File: src/rtl/core/assert_macros.svh
// ----------------------------------------------------------------------------
// assert_macros
// shared concurrent assertion macros for the follower core
// ----------------------------------------------------------------------------
`ifndef ASSERT_MACROS_SVH
`define ASSERT_MACROS_SVH

// same-cycle implication, held off during reset
`define ASSERT_IMP(lbl, clk, rst_n, ante, cons) \
    lbl: assert property (@(posedge clk) disable iff (!rst_n) (ante) |-> (cons)) \
        else $error("implication check failed");

// next-cycle implication, held off during reset
`define ASSERT_NXT(lbl, clk, rst_n, ante, cons) \
    lbl: assert property (@(posedge clk) disable iff (!rst_n) (ante) |=> (cons)) \
        else $error("next-cycle check failed");

`endif

File: src/rtl/core/epf_pkg.sv
// ----------------------------------------------------------------------------
// epf_pkg
// shared widths, constants, types and arithmetic helpers of the follower
// ----------------------------------------------------------------------------
package epf_pkg;

    // coordinate and arithmetic widths
    localparam int COORD_WIDTH = 24;
    localparam int DIFF_W      = COORD_WIDTH + 1;
    localparam int MUL_A_W     = COORD_WIDTH + 2;
    localparam int GAIN_W      = 17;
    localparam int MUL_B_W     = GAIN_W + 1;
    localparam int PROD_W      = MUL_A_W + MUL_B_W;
    localparam int FRAC_BITS   = 16;
    localparam int SUM_W       = PROD_W - FRAC_BITS;

    // configuration port
    localparam int SMOOTH_W   = 16;
    localparam int RESP_W     = 14;
    localparam int CFG_DATA_W = 16;
    localparam int CFG_IDX_W  = 1;

    localparam logic [SMOOTH_W-1:0] SMOOTH_MIN   = SMOOTH_W'(6554);
    localparam logic [SMOOTH_W-1:0] SMOOTH_MAX   = SMOOTH_W'(58982);
    localparam logic [SMOOTH_W-1:0] SMOOTH_RESET = SMOOTH_W'(58982);
    localparam logic [RESP_W-1:0]   RESP_MIN     = RESP_W'(655);
    localparam logic [RESP_W-1:0]   RESP_MAX     = RESP_W'(13107);
    localparam logic [RESP_W-1:0]   RESP_RESET   = RESP_W'(5243);
    localparam logic [GAIN_W-1:0]   ONE_Q16      = GAIN_W'(65536);

    // arrival threshold: 0.1 is 25.6 lsb, squared 655.36
    localparam int STOP_LSB = 26;
    localparam int STOP_SQ  = 655;
    localparam int SML_W    = 6;
    localparam int SQ_W     = 2 * SML_W;

    typedef enum logic [CFG_IDX_W-1:0] {
        CFG_SMOOTH = 1'b0,
        CFG_RESP   = 1'b1
    } t_cfg_idx;

    typedef enum logic [3:0] {
        ST_IDLE,
        ST_IDEAL_X,
        ST_BLEND_X,
        ST_VEL_X,
        ST_POS_X,
        ST_IDEAL_Y,
        ST_BLEND_Y,
        ST_VEL_Y,
        ST_POS_Y,
        ST_CHECK,
        ST_EMIT
    } t_state;

    typedef enum logic [2:0] {
        OP_NONE,
        OP_TARGET,
        OP_MUL_IDEAL,
        OP_MUL_BLEND,
        OP_VEL,
        OP_POS,
        OP_CHECK,
        OP_EMIT
    } t_op;

    typedef struct packed {
        t_op  op;
        logic axis_y;
    } t_cmd;

    typedef struct packed {
        logic armed;
        logic out_free;
    } t_status;

    // clamp a widened sum into the signed coordinate range
    function automatic logic signed [COORD_WIDTH-1:0] sat_coord(
        input logic signed [SUM_W-1:0] v
    );
        logic ovf;
        ovf = (v[SUM_W-1:COORD_WIDTH-1] != {(SUM_W-COORD_WIDTH+1){v[SUM_W-1]}});
        if (!ovf) begin
            return v[COORD_WIDTH-1:0];
        end else if (v[SUM_W-1]) begin
            return {1'b1, {(COORD_WIDTH-1){1'b0}}};
        end else begin
            return {1'b0, {(COORD_WIDTH-1){1'b1}}};
        end
    endfunction

    // both components inside the stop circle (squared compare)
    function automatic logic below_stop(
        input logic signed [DIFF_W-1:0] a,
        input logic signed [DIFF_W-1:0] b
    );
        logic signed [DIFF_W-1:0] lim_hi;
        logic signed [DIFF_W-1:0] lim_lo;
        logic signed [SML_W-1:0]  a_s;
        logic signed [SML_W-1:0]  b_s;
        logic signed [SQ_W-1:0]   a_w;
        logic signed [SQ_W-1:0]   b_w;
        logic [SQ_W-1:0]          sq_a;
        logic [SQ_W-1:0]          sq_b;
        logic [SQ_W:0]            sq_sum;
        lim_hi = DIFF_W'(STOP_LSB);
        lim_lo = -lim_hi;
        a_s    = a[SML_W-1:0];
        b_s    = b[SML_W-1:0];
        a_w    = SQ_W'(a_s);
        b_w    = SQ_W'(b_s);
        sq_a   = a_w * a_w;
        sq_b   = b_w * b_w;
        sq_sum = {1'b0, sq_a} + {1'b0, sq_b};
        return (a < lim_hi) && (a > lim_lo) && (b < lim_hi) && (b > lim_lo)
            && (sq_sum <= (SQ_W+1)'(STOP_SQ));
    endfunction

endpackage

File: src/rtl/core/epf_ctrl.sv
// ----------------------------------------------------------------------------
// epf_ctrl
// sequencer of the follower: accepts beats and steps the shared multiplier
// through both axes, the arrival check and the result hand-off
// ----------------------------------------------------------------------------
module epf_ctrl (
    input  logic             i_clk,
    input  logic             i_rst_n,
    input  logic             i_valid,
    input  logic             i_mode,
    input  epf_pkg::t_status i_status,
    output logic             o_ready,
    output epf_pkg::t_cmd    o_cmd
);

    epf_pkg::t_state r_state;
    epf_pkg::t_state n_state;
    logic            accept;

    assign accept = i_valid && (r_state == epf_pkg::ST_IDLE);

    // state register
    always_ff @(posedge i_clk) begin
        if (!i_rst_n) begin
            r_state <= epf_pkg::ST_IDLE;
        end else begin
            r_state <= n_state;
        end
    end

    // next state
    always_comb begin
        n_state = r_state;
        case (r_state)
            epf_pkg::ST_IDLE: begin
                if (accept && i_mode && i_status.armed) begin
                    n_state = epf_pkg::ST_IDEAL_X;
                end
            end
            epf_pkg::ST_IDEAL_X: n_state = epf_pkg::ST_BLEND_X;
            epf_pkg::ST_BLEND_X: n_state = epf_pkg::ST_VEL_X;
            epf_pkg::ST_VEL_X:   n_state = epf_pkg::ST_POS_X;
            epf_pkg::ST_POS_X:   n_state = epf_pkg::ST_IDEAL_Y;
            epf_pkg::ST_IDEAL_Y: n_state = epf_pkg::ST_BLEND_Y;
            epf_pkg::ST_BLEND_Y: n_state = epf_pkg::ST_VEL_Y;
            epf_pkg::ST_VEL_Y:   n_state = epf_pkg::ST_POS_Y;
            epf_pkg::ST_POS_Y:   n_state = epf_pkg::ST_CHECK;
            epf_pkg::ST_CHECK:   n_state = epf_pkg::ST_EMIT;
            epf_pkg::ST_EMIT: begin
                if (i_status.out_free) begin
                    n_state = epf_pkg::ST_IDLE;
                end
            end
            default: n_state = epf_pkg::ST_IDLE;
        endcase
    end

    // command decode
    always_comb begin
        o_ready      = 1'b0;
        o_cmd.op     = epf_pkg::OP_NONE;
        o_cmd.axis_y = 1'b0;
        case (r_state)
            epf_pkg::ST_IDLE: begin
                o_ready = 1'b1;
                if (accept && !i_mode) begin
                    o_cmd.op = epf_pkg::OP_TARGET;
                end
            end
            epf_pkg::ST_IDEAL_X: o_cmd.op = epf_pkg::OP_MUL_IDEAL;
            epf_pkg::ST_BLEND_X: o_cmd.op = epf_pkg::OP_MUL_BLEND;
            epf_pkg::ST_VEL_X:   o_cmd.op = epf_pkg::OP_VEL;
            epf_pkg::ST_POS_X:   o_cmd.op = epf_pkg::OP_POS;
            epf_pkg::ST_IDEAL_Y: begin
                o_cmd.op     = epf_pkg::OP_MUL_IDEAL;
                o_cmd.axis_y = 1'b1;
            end
            epf_pkg::ST_BLEND_Y: begin
                o_cmd.op     = epf_pkg::OP_MUL_BLEND;
                o_cmd.axis_y = 1'b1;
            end
            epf_pkg::ST_VEL_Y: begin
                o_cmd.op     = epf_pkg::OP_VEL;
                o_cmd.axis_y = 1'b1;
            end
            epf_pkg::ST_POS_Y: begin
                o_cmd.op     = epf_pkg::OP_POS;
                o_cmd.axis_y = 1'b1;
            end
            epf_pkg::ST_CHECK: o_cmd.op = epf_pkg::OP_CHECK;
            epf_pkg::ST_EMIT: begin
                if (i_status.out_free) begin
                    o_cmd.op = epf_pkg::OP_EMIT;
                end
            end
            default: o_cmd.op = epf_pkg::OP_NONE;
        endcase
    end

endmodule

File: src/rtl/core/epf_dp.sv
// ----------------------------------------------------------------------------
// epf_dp
// follower datapath: gain registers, target/position/velocity state, one
// shared multiplier, arrival check and the output register
// ----------------------------------------------------------------------------
`include "assert_macros.svh"

module epf_dp (
    input  logic                                   i_clk,
    input  logic                                   i_rst_n,
    input  epf_pkg::t_cmd                          i_cmd,
    input  logic                                   i_cfg_we,
    input  logic [epf_pkg::CFG_IDX_W-1:0]          i_cfg_idx,
    input  logic [epf_pkg::CFG_DATA_W-1:0]         i_cfg_data,
    input  logic signed [epf_pkg::COORD_WIDTH-1:0] i_goal_x,
    input  logic signed [epf_pkg::COORD_WIDTH-1:0] i_goal_y,
    input  logic                                   i_ready,
    output epf_pkg::t_status                       o_status,
    output logic                                   o_valid,
    output logic signed [epf_pkg::COORD_WIDTH-1:0] o_out_pos_x,
    output logic signed [epf_pkg::COORD_WIDTH-1:0] o_out_pos_y,
    output logic signed [epf_pkg::COORD_WIDTH-1:0] o_out_vel_x,
    output logic signed [epf_pkg::COORD_WIDTH-1:0] o_out_vel_y,
    output logic                                   o_arrived
);

    logic [epf_pkg::SMOOTH_W-1:0]            r_smooth;
    logic [epf_pkg::RESP_W-1:0]              r_resp;
    logic signed [epf_pkg::COORD_WIDTH-1:0]  r_tgt_x;
    logic signed [epf_pkg::COORD_WIDTH-1:0]  r_tgt_y;
    logic signed [epf_pkg::COORD_WIDTH-1:0]  r_pos_x;
    logic signed [epf_pkg::COORD_WIDTH-1:0]  r_pos_y;
    logic signed [epf_pkg::COORD_WIDTH-1:0]  r_vel_x;
    logic signed [epf_pkg::COORD_WIDTH-1:0]  r_vel_y;
    logic                                    r_armed;
    logic                                    r_hit;
    logic signed [epf_pkg::PROD_W-1:0]       r_prod;
    logic                                    r_out_valid;
    logic signed [epf_pkg::COORD_WIDTH-1:0]  r_out_pos_x;
    logic signed [epf_pkg::COORD_WIDTH-1:0]  r_out_pos_y;
    logic signed [epf_pkg::COORD_WIDTH-1:0]  r_out_vel_x;
    logic signed [epf_pkg::COORD_WIDTH-1:0]  r_out_vel_y;
    logic                                    r_out_arrived;

    logic [epf_pkg::SMOOTH_W-1:0]            smooth_wr;
    logic [epf_pkg::RESP_W-1:0]              resp_wr;
    logic signed [epf_pkg::COORD_WIDTH-1:0]  tgt_sel;
    logic signed [epf_pkg::COORD_WIDTH-1:0]  pos_sel;
    logic signed [epf_pkg::COORD_WIDTH-1:0]  vel_sel;
    logic signed [epf_pkg::DIFF_W-1:0]       diff;
    logic signed [epf_pkg::SUM_W-1:0]        prod_sh;
    logic signed [epf_pkg::DIFF_W-1:0]       ideal;
    logic signed [epf_pkg::MUL_A_W-1:0]      blend_in;
    logic [epf_pkg::GAIN_W-1:0]              gain;
    logic signed [epf_pkg::MUL_A_W-1:0]      mul_a;
    logic signed [epf_pkg::MUL_B_W-1:0]      mul_b;
    logic signed [epf_pkg::PROD_W-1:0]       mul_p;
    logic signed [epf_pkg::COORD_WIDTH-1:0]  vel_new;
    logic signed [epf_pkg::COORD_WIDTH-1:0]  pos_new;
    logic signed [epf_pkg::DIFF_W-1:0]       dist_x;
    logic signed [epf_pkg::DIFF_W-1:0]       dist_y;
    logic                                    hit;
    logic                                    out_free;

    // saturating configuration writes
    always_comb begin
        smooth_wr = i_cfg_data[epf_pkg::SMOOTH_W-1:0];
        if (smooth_wr < epf_pkg::SMOOTH_MIN) begin
            smooth_wr = epf_pkg::SMOOTH_MIN;
        end else if (smooth_wr > epf_pkg::SMOOTH_MAX) begin
            smooth_wr = epf_pkg::SMOOTH_MAX;
        end
        resp_wr = i_cfg_data[epf_pkg::RESP_W-1:0];
        if (resp_wr < epf_pkg::RESP_MIN) begin
            resp_wr = epf_pkg::RESP_MIN;
        end else if (resp_wr > epf_pkg::RESP_MAX) begin
            resp_wr = epf_pkg::RESP_MAX;
        end
    end

    always_ff @(posedge i_clk) begin
        if (!i_rst_n) begin
            r_smooth <= epf_pkg::SMOOTH_RESET;
            r_resp   <= epf_pkg::RESP_RESET;
        end else if (i_cfg_we) begin
            case (i_cfg_idx)
                epf_pkg::CFG_SMOOTH: r_smooth <= smooth_wr;
                epf_pkg::CFG_RESP:   r_resp   <= resp_wr;
                default: ;
            endcase
        end
    end

    // axis selection
    assign tgt_sel = i_cmd.axis_y ? r_tgt_y : r_tgt_x;
    assign pos_sel = i_cmd.axis_y ? r_pos_y : r_pos_x;
    assign vel_sel = i_cmd.axis_y ? r_vel_y : r_vel_x;

    // shared multiplier operands: distance * gain, then (ideal - v) * (1 - smooth)
    assign diff     = epf_pkg::DIFF_W'(tgt_sel) - epf_pkg::DIFF_W'(pos_sel);
    assign prod_sh  = r_prod[epf_pkg::PROD_W-1:epf_pkg::FRAC_BITS];
    assign ideal    = prod_sh[epf_pkg::DIFF_W-1:0];
    assign blend_in = epf_pkg::MUL_A_W'(ideal) - epf_pkg::MUL_A_W'(vel_sel);
    assign gain     = (i_cmd.op == epf_pkg::OP_MUL_IDEAL)
                    ? epf_pkg::GAIN_W'(r_resp)
                    : epf_pkg::ONE_Q16 - epf_pkg::GAIN_W'(r_smooth);
    assign mul_a    = (i_cmd.op == epf_pkg::OP_MUL_IDEAL)
                    ? epf_pkg::MUL_A_W'(diff) : blend_in;
    assign mul_b    = $signed({1'b0, gain});
    assign mul_p    = mul_a * mul_b;

    // velocity and position updates
    assign vel_new = epf_pkg::sat_coord(epf_pkg::SUM_W'(vel_sel) + prod_sh);
    assign pos_new = epf_pkg::sat_coord(epf_pkg::SUM_W'(pos_sel)
                                        + epf_pkg::SUM_W'(vel_sel));

    // arrival test on the updated state
    assign dist_x = epf_pkg::DIFF_W'(r_tgt_x) - epf_pkg::DIFF_W'(r_pos_x);
    assign dist_y = epf_pkg::DIFF_W'(r_tgt_y) - epf_pkg::DIFF_W'(r_pos_y);
    assign hit    = epf_pkg::below_stop(epf_pkg::DIFF_W'(r_vel_x),
                                        epf_pkg::DIFF_W'(r_vel_y))
                 && epf_pkg::below_stop(dist_x, dist_y);

    // product register
    always_ff @(posedge i_clk) begin
        if ((i_cmd.op == epf_pkg::OP_MUL_IDEAL) || (i_cmd.op == epf_pkg::OP_MUL_BLEND)) begin
            r_prod <= mul_p;
        end
    end

    // follower state
    always_ff @(posedge i_clk) begin
        if (!i_rst_n) begin
            r_tgt_x <= '0;
            r_tgt_y <= '0;
            r_pos_x <= '0;
            r_pos_y <= '0;
            r_vel_x <= '0;
            r_vel_y <= '0;
            r_armed <= 1'b0;
            r_hit   <= 1'b0;
        end else begin
            case (i_cmd.op)
                epf_pkg::OP_TARGET: begin
                    r_tgt_x <= i_goal_x;
                    r_tgt_y <= i_goal_y;
                    r_armed <= 1'b1;
                end
                epf_pkg::OP_VEL: begin
                    if (i_cmd.axis_y) begin
                        r_vel_y <= vel_new;
                    end else begin
                        r_vel_x <= vel_new;
                    end
                end
                epf_pkg::OP_POS: begin
                    if (i_cmd.axis_y) begin
                        r_pos_y <= pos_new;
                    end else begin
                        r_pos_x <= pos_new;
                    end
                end
                epf_pkg::OP_CHECK: begin
                    r_hit <= hit;
                    if (hit) begin
                        r_pos_x <= r_tgt_x;
                        r_pos_y <= r_tgt_y;
                        r_vel_x <= '0;
                        r_vel_y <= '0;
                        r_armed <= 1'b0;
                    end
                end
                default: ;
            endcase
        end
    end

    // output register
    assign out_free = !r_out_valid || i_ready;

    always_ff @(posedge i_clk) begin
        if (!i_rst_n) begin
            r_out_valid <= 1'b0;
        end else if (i_cmd.op == epf_pkg::OP_EMIT) begin
            r_out_valid <= 1'b1;
        end else if (i_ready) begin
            r_out_valid <= 1'b0;
        end
    end

    always_ff @(posedge i_clk) begin
        if (i_cmd.op == epf_pkg::OP_EMIT) begin
            r_out_pos_x   <= r_pos_x;
            r_out_pos_y   <= r_pos_y;
            r_out_vel_x   <= r_vel_x;
            r_out_vel_y   <= r_vel_y;
            r_out_arrived <= r_hit;
        end
    end

    assign o_status.armed    = r_armed;
    assign o_status.out_free = out_free;
    assign o_valid           = r_out_valid;
    assign o_out_pos_x       = r_out_pos_x;
    assign o_out_pos_y       = r_out_pos_y;
    assign o_out_vel_x       = r_out_vel_x;
    assign o_out_vel_y       = r_out_vel_y;
    assign o_arrived         = r_out_arrived;

    // checks
    `ASSERT_NXT(a_hit_disarms, i_clk, i_rst_n, (i_cmd.op == epf_pkg::OP_CHECK) && hit, !r_armed && r_hit)
    `ASSERT_IMP(a_emit_free, i_clk, i_rst_n, i_cmd.op == epf_pkg::OP_EMIT, !r_out_valid || i_ready)
    `ASSERT_NXT(a_emit_valid, i_clk, i_rst_n, i_cmd.op == epf_pkg::OP_EMIT, r_out_valid)
    `ASSERT_IMP(a_arrive_still, i_clk, i_rst_n, r_out_valid && r_out_arrived, (r_out_vel_x == '0) && (r_out_vel_y == '0))

endmodule

File: src/rtl/core/elastic_position_follower.sv
// ----------------------------------------------------------------------------
// elastic_position_follower
// 2d spring-damper position follower with saturating fixed-point arithmetic
// ----------------------------------------------------------------------------
// usage:
//   input channel (i_valid/o_ready): a beat with i_mode = 0 loads a new
//   target from i_goal_x/i_goal_y and arms the follower; a beat with
//   i_mode = 1 is a timer tick. Ticks while disarmed are dropped.
//   output channel (o_valid/i_ready): one beat per armed tick with the new
//   position, velocity and o_arrived, set when the point snapped to target.
//   config port: i_cfg_we writes i_cfg_idx (0 smoothness, 1 responsiveness),
//   values clamped to their legal range; write only while idle.
// sequence:
//   a target beat or a dropped tick is handled in the idle state. An armed
//   tick runs 4 steps per axis (ideal and blend products on the one shared
//   multiplier, then velocity and position), one arrival check and one load
//   of the output register; no new beat is accepted until that load.
// reset: position, velocity and target clear, gains return to defaults,
//   the follower is disarmed and the output register empties.
// stall: a held result sits in the output register while a new beat is
//   accepted; the next result waits in its load step until the slot frees.
// ----------------------------------------------------------------------------
module elastic_position_follower (
    input  logic                                   i_clk,
    input  logic                                   i_rst_n,
    input  logic                                   i_valid,
    output logic                                   o_ready,
    input  logic                                   i_mode,
    input  logic signed [epf_pkg::COORD_WIDTH-1:0] i_goal_x,
    input  logic signed [epf_pkg::COORD_WIDTH-1:0] i_goal_y,
    output logic                                   o_valid,
    input  logic                                   i_ready,
    output logic signed [epf_pkg::COORD_WIDTH-1:0] o_out_pos_x,
    output logic signed [epf_pkg::COORD_WIDTH-1:0] o_out_pos_y,
    output logic signed [epf_pkg::COORD_WIDTH-1:0] o_out_vel_x,
    output logic signed [epf_pkg::COORD_WIDTH-1:0] o_out_vel_y,
    output logic                                   o_arrived,
    input  logic                                   i_cfg_we,
    input  logic [epf_pkg::CFG_IDX_W-1:0]          i_cfg_idx,
    input  logic [epf_pkg::CFG_DATA_W-1:0]         i_cfg_data
);

    epf_pkg::t_cmd    cmd;
    epf_pkg::t_status status;

    // sequencer
    epf_ctrl u_ctrl (
        .i_clk    (i_clk),
        .i_rst_n  (i_rst_n),
        .i_valid  (i_valid),
        .i_mode   (i_mode),
        .i_status (status),
        .o_ready  (o_ready),
        .o_cmd    (cmd)
    );

    // arithmetic and state
    epf_dp u_dp (
        .i_clk       (i_clk),
        .i_rst_n     (i_rst_n),
        .i_cmd       (cmd),
        .i_cfg_we    (i_cfg_we),
        .i_cfg_idx   (i_cfg_idx),
        .i_cfg_data  (i_cfg_data),
        .i_goal_x    (i_goal_x),
        .i_goal_y    (i_goal_y),
        .i_ready     (i_ready),
        .o_status    (status),
        .o_valid     (o_valid),
        .o_out_pos_x (o_out_pos_x),
        .o_out_pos_y (o_out_pos_y),
        .o_out_vel_x (o_out_vel_x),
        .o_out_vel_y (o_out_vel_y),
        .o_arrived   (o_arrived)
    );

endmodule

File: config.mk
export PLATFORM = sky130hd
export DESIGN_NAME = elastic_position_follower
export DESIGN_NICKNAME = d
export VERILOG_FILES = /design/src/rtl/core/epf_pkg.sv /design/src/rtl/core/epf_ctrl.sv /design/src/rtl/core/epf_dp.sv /design/src/rtl/core/elastic_position_follower.sv
export VERILOG_INCLUDE_DIRS = /design/src /design/src/rtl/core
export SDC_FILE = /design/constraint.sdc
export NUM_CORES = 2
export LEC_CHECK = 0
export CAP_MARGIN = 20
export CORE_MARGIN = 2
export CORE_UTILIZATION = 65
export DETAILED_ROUTE_END_ITERATION = 12
export DONT_BUFFER_PORTS = 1
export GPL_TIMING_DRIVEN = 1
export PLACE_DENSITY = 0.81
export SYNTH_ARGS = -nofsm -noshare
export SYNTH_HDL_FRONTEND = slang
export SYNTH_SLANG_ARGS = --single-unit
File: constraint.sdc
create_clock -name i_clk -period 12.5 [get_ports i_clk]
set_clock_uncertainty 0.2 [all_clocks]
set_input_delay 1.875 -clock i_clk [delete_from_list [all_inputs] [get_ports i_clk]]
set_output_delay 1.875 -clock i_clk [all_outputs]
set_load 0.005 [all_outputs]
==> results.md <==
* Tcrit/Tclk final at 0.9515
* Clock-pin slew on the worst setup and hold paths at 70 ps
* Number of primary I/O pins at 170
* Clock latency reported for the late side of the worst-skew pair at 590 ps
* Count of final hold-check violations at 0
* Kind of cell adding the most delay to the critical path: compound AO/OA/AOI/OAI gates
* Kind of critical path: flop to flop
* Max-Cap Viols at 0
* Number of storage elements in the synthesis netlist at 306
* Kind of end point of the critical path: flop
* # DRC at 0
* Pin count of the biggest net entering global routing at 78
* Number of antenna violations at the first check in global routing at 2
* Post-Synthesis Net Count at 5888
* Number of rows created at floorplan at 93
* TritonCTS buffer count at 37
* Avg WL per Cell at 23.79 um
* HPWL after detailed placement at 107.4 mm
* Aggregate global-route resource usage at 0.4116
* Layout net count at 5801
* Reg2Reg Depth at 41
* Number of placed instances, taps included at 5699
* Count of final max-slew check failures at 0
* End-of-flow core utilization at 0.6906
* Global placement routability congestion at 1.006
* Prevailing post-synth register cell: sky130_fd_sc_hd__dfxtp_1
* Number of buffers on the longest clock path at 3
* Cell accounting for the most synthesized area: sky130_fd_sc_hd__fa_1
* Total overflow reported by the global router at 0
* Total wirelength of the detailed-routed design at 137.2 mm
* Global-route wire length before repair at 212.5 mm
* Clock tree root driver cell: sky130_fd_sc_hd__clkbuf_16
* Critical path peak fanout at 25
* Via count of the first global-routing pass at 37570
* Number of flops mapped to enable cells by yosys at 125
* Run status: finished clean
* DR iter-0 viols at 4208
* Sink count of the clock tree at 306
* Master of the slowest instance on the critical path: sky130_fd_sc_hd__a2111oi_0
* Via count at 37370
* Leading post-synthesis cells by cell area: sky130_fd_sc_hd__fa_1 (25%), sky130_fd_sc_hd__ha_1 (9.6%), sky130_fd_sc_hd__edfxtp_1 (8.9%)
* Gate count of the mapped netlist at 4972
* Post-route non-filler standard cell count at 5770
* Drt pass-1 iters at 12
* Kind of path behind the tightest hold check: flop to flop
* Cell Area, Synth at 0.04234 mm2
* TritonCTS clock tree: yes
* Share of synthesized flip-flops with an asynchronous set or reset at 0
* Worst setup SP type: flop
* Worst EP required at 12640 ps
* # setup viols final at 0
* DIE HEIGHT at 259.2 um
* Synth top area share at 0.2458
* Max Freq at 84.08 MHz
* Syn_area_per_cell at 8.516 um2
* Headroom to the max-slew limit at 0.2088
* Sequential-to-total area share from yosys stat at 0.1742
* Die width at 259.2 um
* Actual transition at the worst max-transition pin at 1187 ps
* Number of port buffers at 0
* Core Footprint at 0.06446 mm2
* WHS Path Cells at 0
* Initial core utilization at 0.6568
* Synth Warn # at 0
* Cell repeated most along the worst path: sky130_fd_sc_hd__fa_1
* Number of logic stages on the critical path including buffering at 41
* Area Overhead vs Synth at 5.142%
* Synth unique cells at 103
* CTS HTree Levels at 2
* Data arrival, critical path at 12030 ps
* Final critical-path required period at 11890 ps
* Worst stage delay on the critical path at 640 ps
* Detail-routed via count per cell at 6.476
* Final ANT Viol Nets at 0
* Buffers & Inverters on Critical Path at 7
* Full die area at 0.06720 mm2
* Post-CTS setup buffer count at 0
* Fraction of layout cells with a size suffix above 1 at 0.04843
repair_timing:
action | in CTS | in global routing
endpoints found under the setup margin | 0 | 11
hold buffers | 0 | 0
gates resized for setup | 0 | 8
hold endpoints to repair | 0 | 0
synth_stat cells, types with 29 or more instances:
master	n
sky130_fd_sc_hd__a211oi_1	96
sky130_fd_sc_hd__a21o_1	69
sky130_fd_sc_hd__a21oi_1	281
sky130_fd_sc_hd__a311oi_1	41
sky130_fd_sc_hd__and2_1	91
sky130_fd_sc_hd__clkbuf_1	161
sky130_fd_sc_hd__dfxtp_1	181
sky130_fd_sc_hd__edfxtp_1	125
sky130_fd_sc_hd__fa_1	520
sky130_fd_sc_hd__ha_1	325
sky130_fd_sc_hd__inv_1	793
sky130_fd_sc_hd__mux2i_1	42
sky130_fd_sc_hd__nand2_1	664
sky130_fd_sc_hd__nand2b_1	58
sky130_fd_sc_hd__nand3_1	51
sky130_fd_sc_hd__nand4_1	36
sky130_fd_sc_hd__nor2_1	316
sky130_fd_sc_hd__nor2b_1	46
sky130_fd_sc_hd__nor3_1	69
sky130_fd_sc_hd__o211ai_1	29
sky130_fd_sc_hd__o21a_1	44
sky130_fd_sc_hd__o21ai_0	143
sky130_fd_sc_hd__o21bai_1	33
sky130_fd_sc_hd__o22ai_1	56
sky130_fd_sc_hd__o2bb2ai_1	46
sky130_fd_sc_hd__xnor2_1	145
sky130_fd_sc_hd__xor2_1	61
placed cells by master (no fill, tap or decap), drive strengths merged, types with 69 or more instances in the layout:
cell and instances:
inv 801, nand2 664, fa 520, ha 325
nor2 318, a21oi 283, dfxtp 181, o21ai 156
xnor2 145, edfxtp 125, a211oi 100, and2 91
buf 83, a21o 70, nor3 69
flip-flops by register name, summed over array words and instances (netlist names), 4 cells and up:
register	count
u_dp.o_out_vel_x	24
u_dp.r_resp	14
u_dp.r_pos_y	24
u_dp.r_smooth	16
u_dp.o_out_pos_x	24
u_ctrl.r_state	4
u_dp.r_prod	28
u_dp.r_tgt_x	24
u_dp.r_vel_y	24
u_dp.r_tgt_y	24
u_dp.r_pos_x	24
u_dp.o_out_vel_y	24
u_dp.o_out_pos_y	24
u_dp.r_vel_x	24
kinds of logic after synthesis:
kind of cell             count (synthesis)  share of synthesized area
XOR/XNOR                               206                    0.04261
adder cells (fa/ha/maj)                850                     0.3431
buffers and inverters                 1005                    0.09178
multiplexers                            52                    0.01277
AND/OR/NAND/NOR                       1471                     0.1589
flip-flops                             306                     0.1742
AO/OA/AOI/OAI                         1082                     0.1766
final cells by class:
cell class              instances  area [um2]
flip-flops and latches        306        7383
multi-input cells            3661       31170
clock inverters                17       212.7
diodes                          1       2.502
fillers                      5233       19940
clock buffers                  51        1062
repair buffers                 84       626.9
inverters                     795        2994
well taps                     855        1070
through the flow:
stage / setup TNS (ps) / setup slack (ps) / hold slack [ps] / cell area, um2
floorplan: 0 / 1172 / 202.9 / 42340
global placement: 0 / 721.9 / 236.2 / 43210
detailed placement: 0 / 342.7 / 232.5 / 43210
CTS: 0 / 291.6 / 243.4 / 44490
global route: -2.929 / -2.929 / 261.7 / 44520
finish: 0 / 606.0 / 238.4 / 44520
path summary, 6_finish.rpt:
check                                 startpoint                   endpoint  slack, ps
setup reg to reg  u_ctrl.r_state[3]$_SDFFE_PN0P_  u_dp.r_prod[33]$_DFFE_PP_        610
setup / recovery  u_ctrl.r_state[3]$_SDFFE_PN0P_  u_dp.r_prod[33]$_DFFE_PP_        610
hold / removal           u_dp.r_hit$_SDFFE_PN0P_   u_dp.o_arrived$_DFFE_PP_        240
hold reg to reg          u_dp.r_hit$_SDFFE_PN0P_   u_dp.o_arrived$_DFFE_PP_        240
routing by layer:
metal  up-vias  track usage  share of wire
met5         -            0              0
met4         0       0.2846          0.082
met3       643      0.08914           0.11
met2      2254       0.6505           0.45
met1     17980       0.5056           0.36
li1      16490            -              -
Power is left out: the tool's default activity adds up to more than one toggle a clock period on the data nets, which glitch-free logic cannot reach.
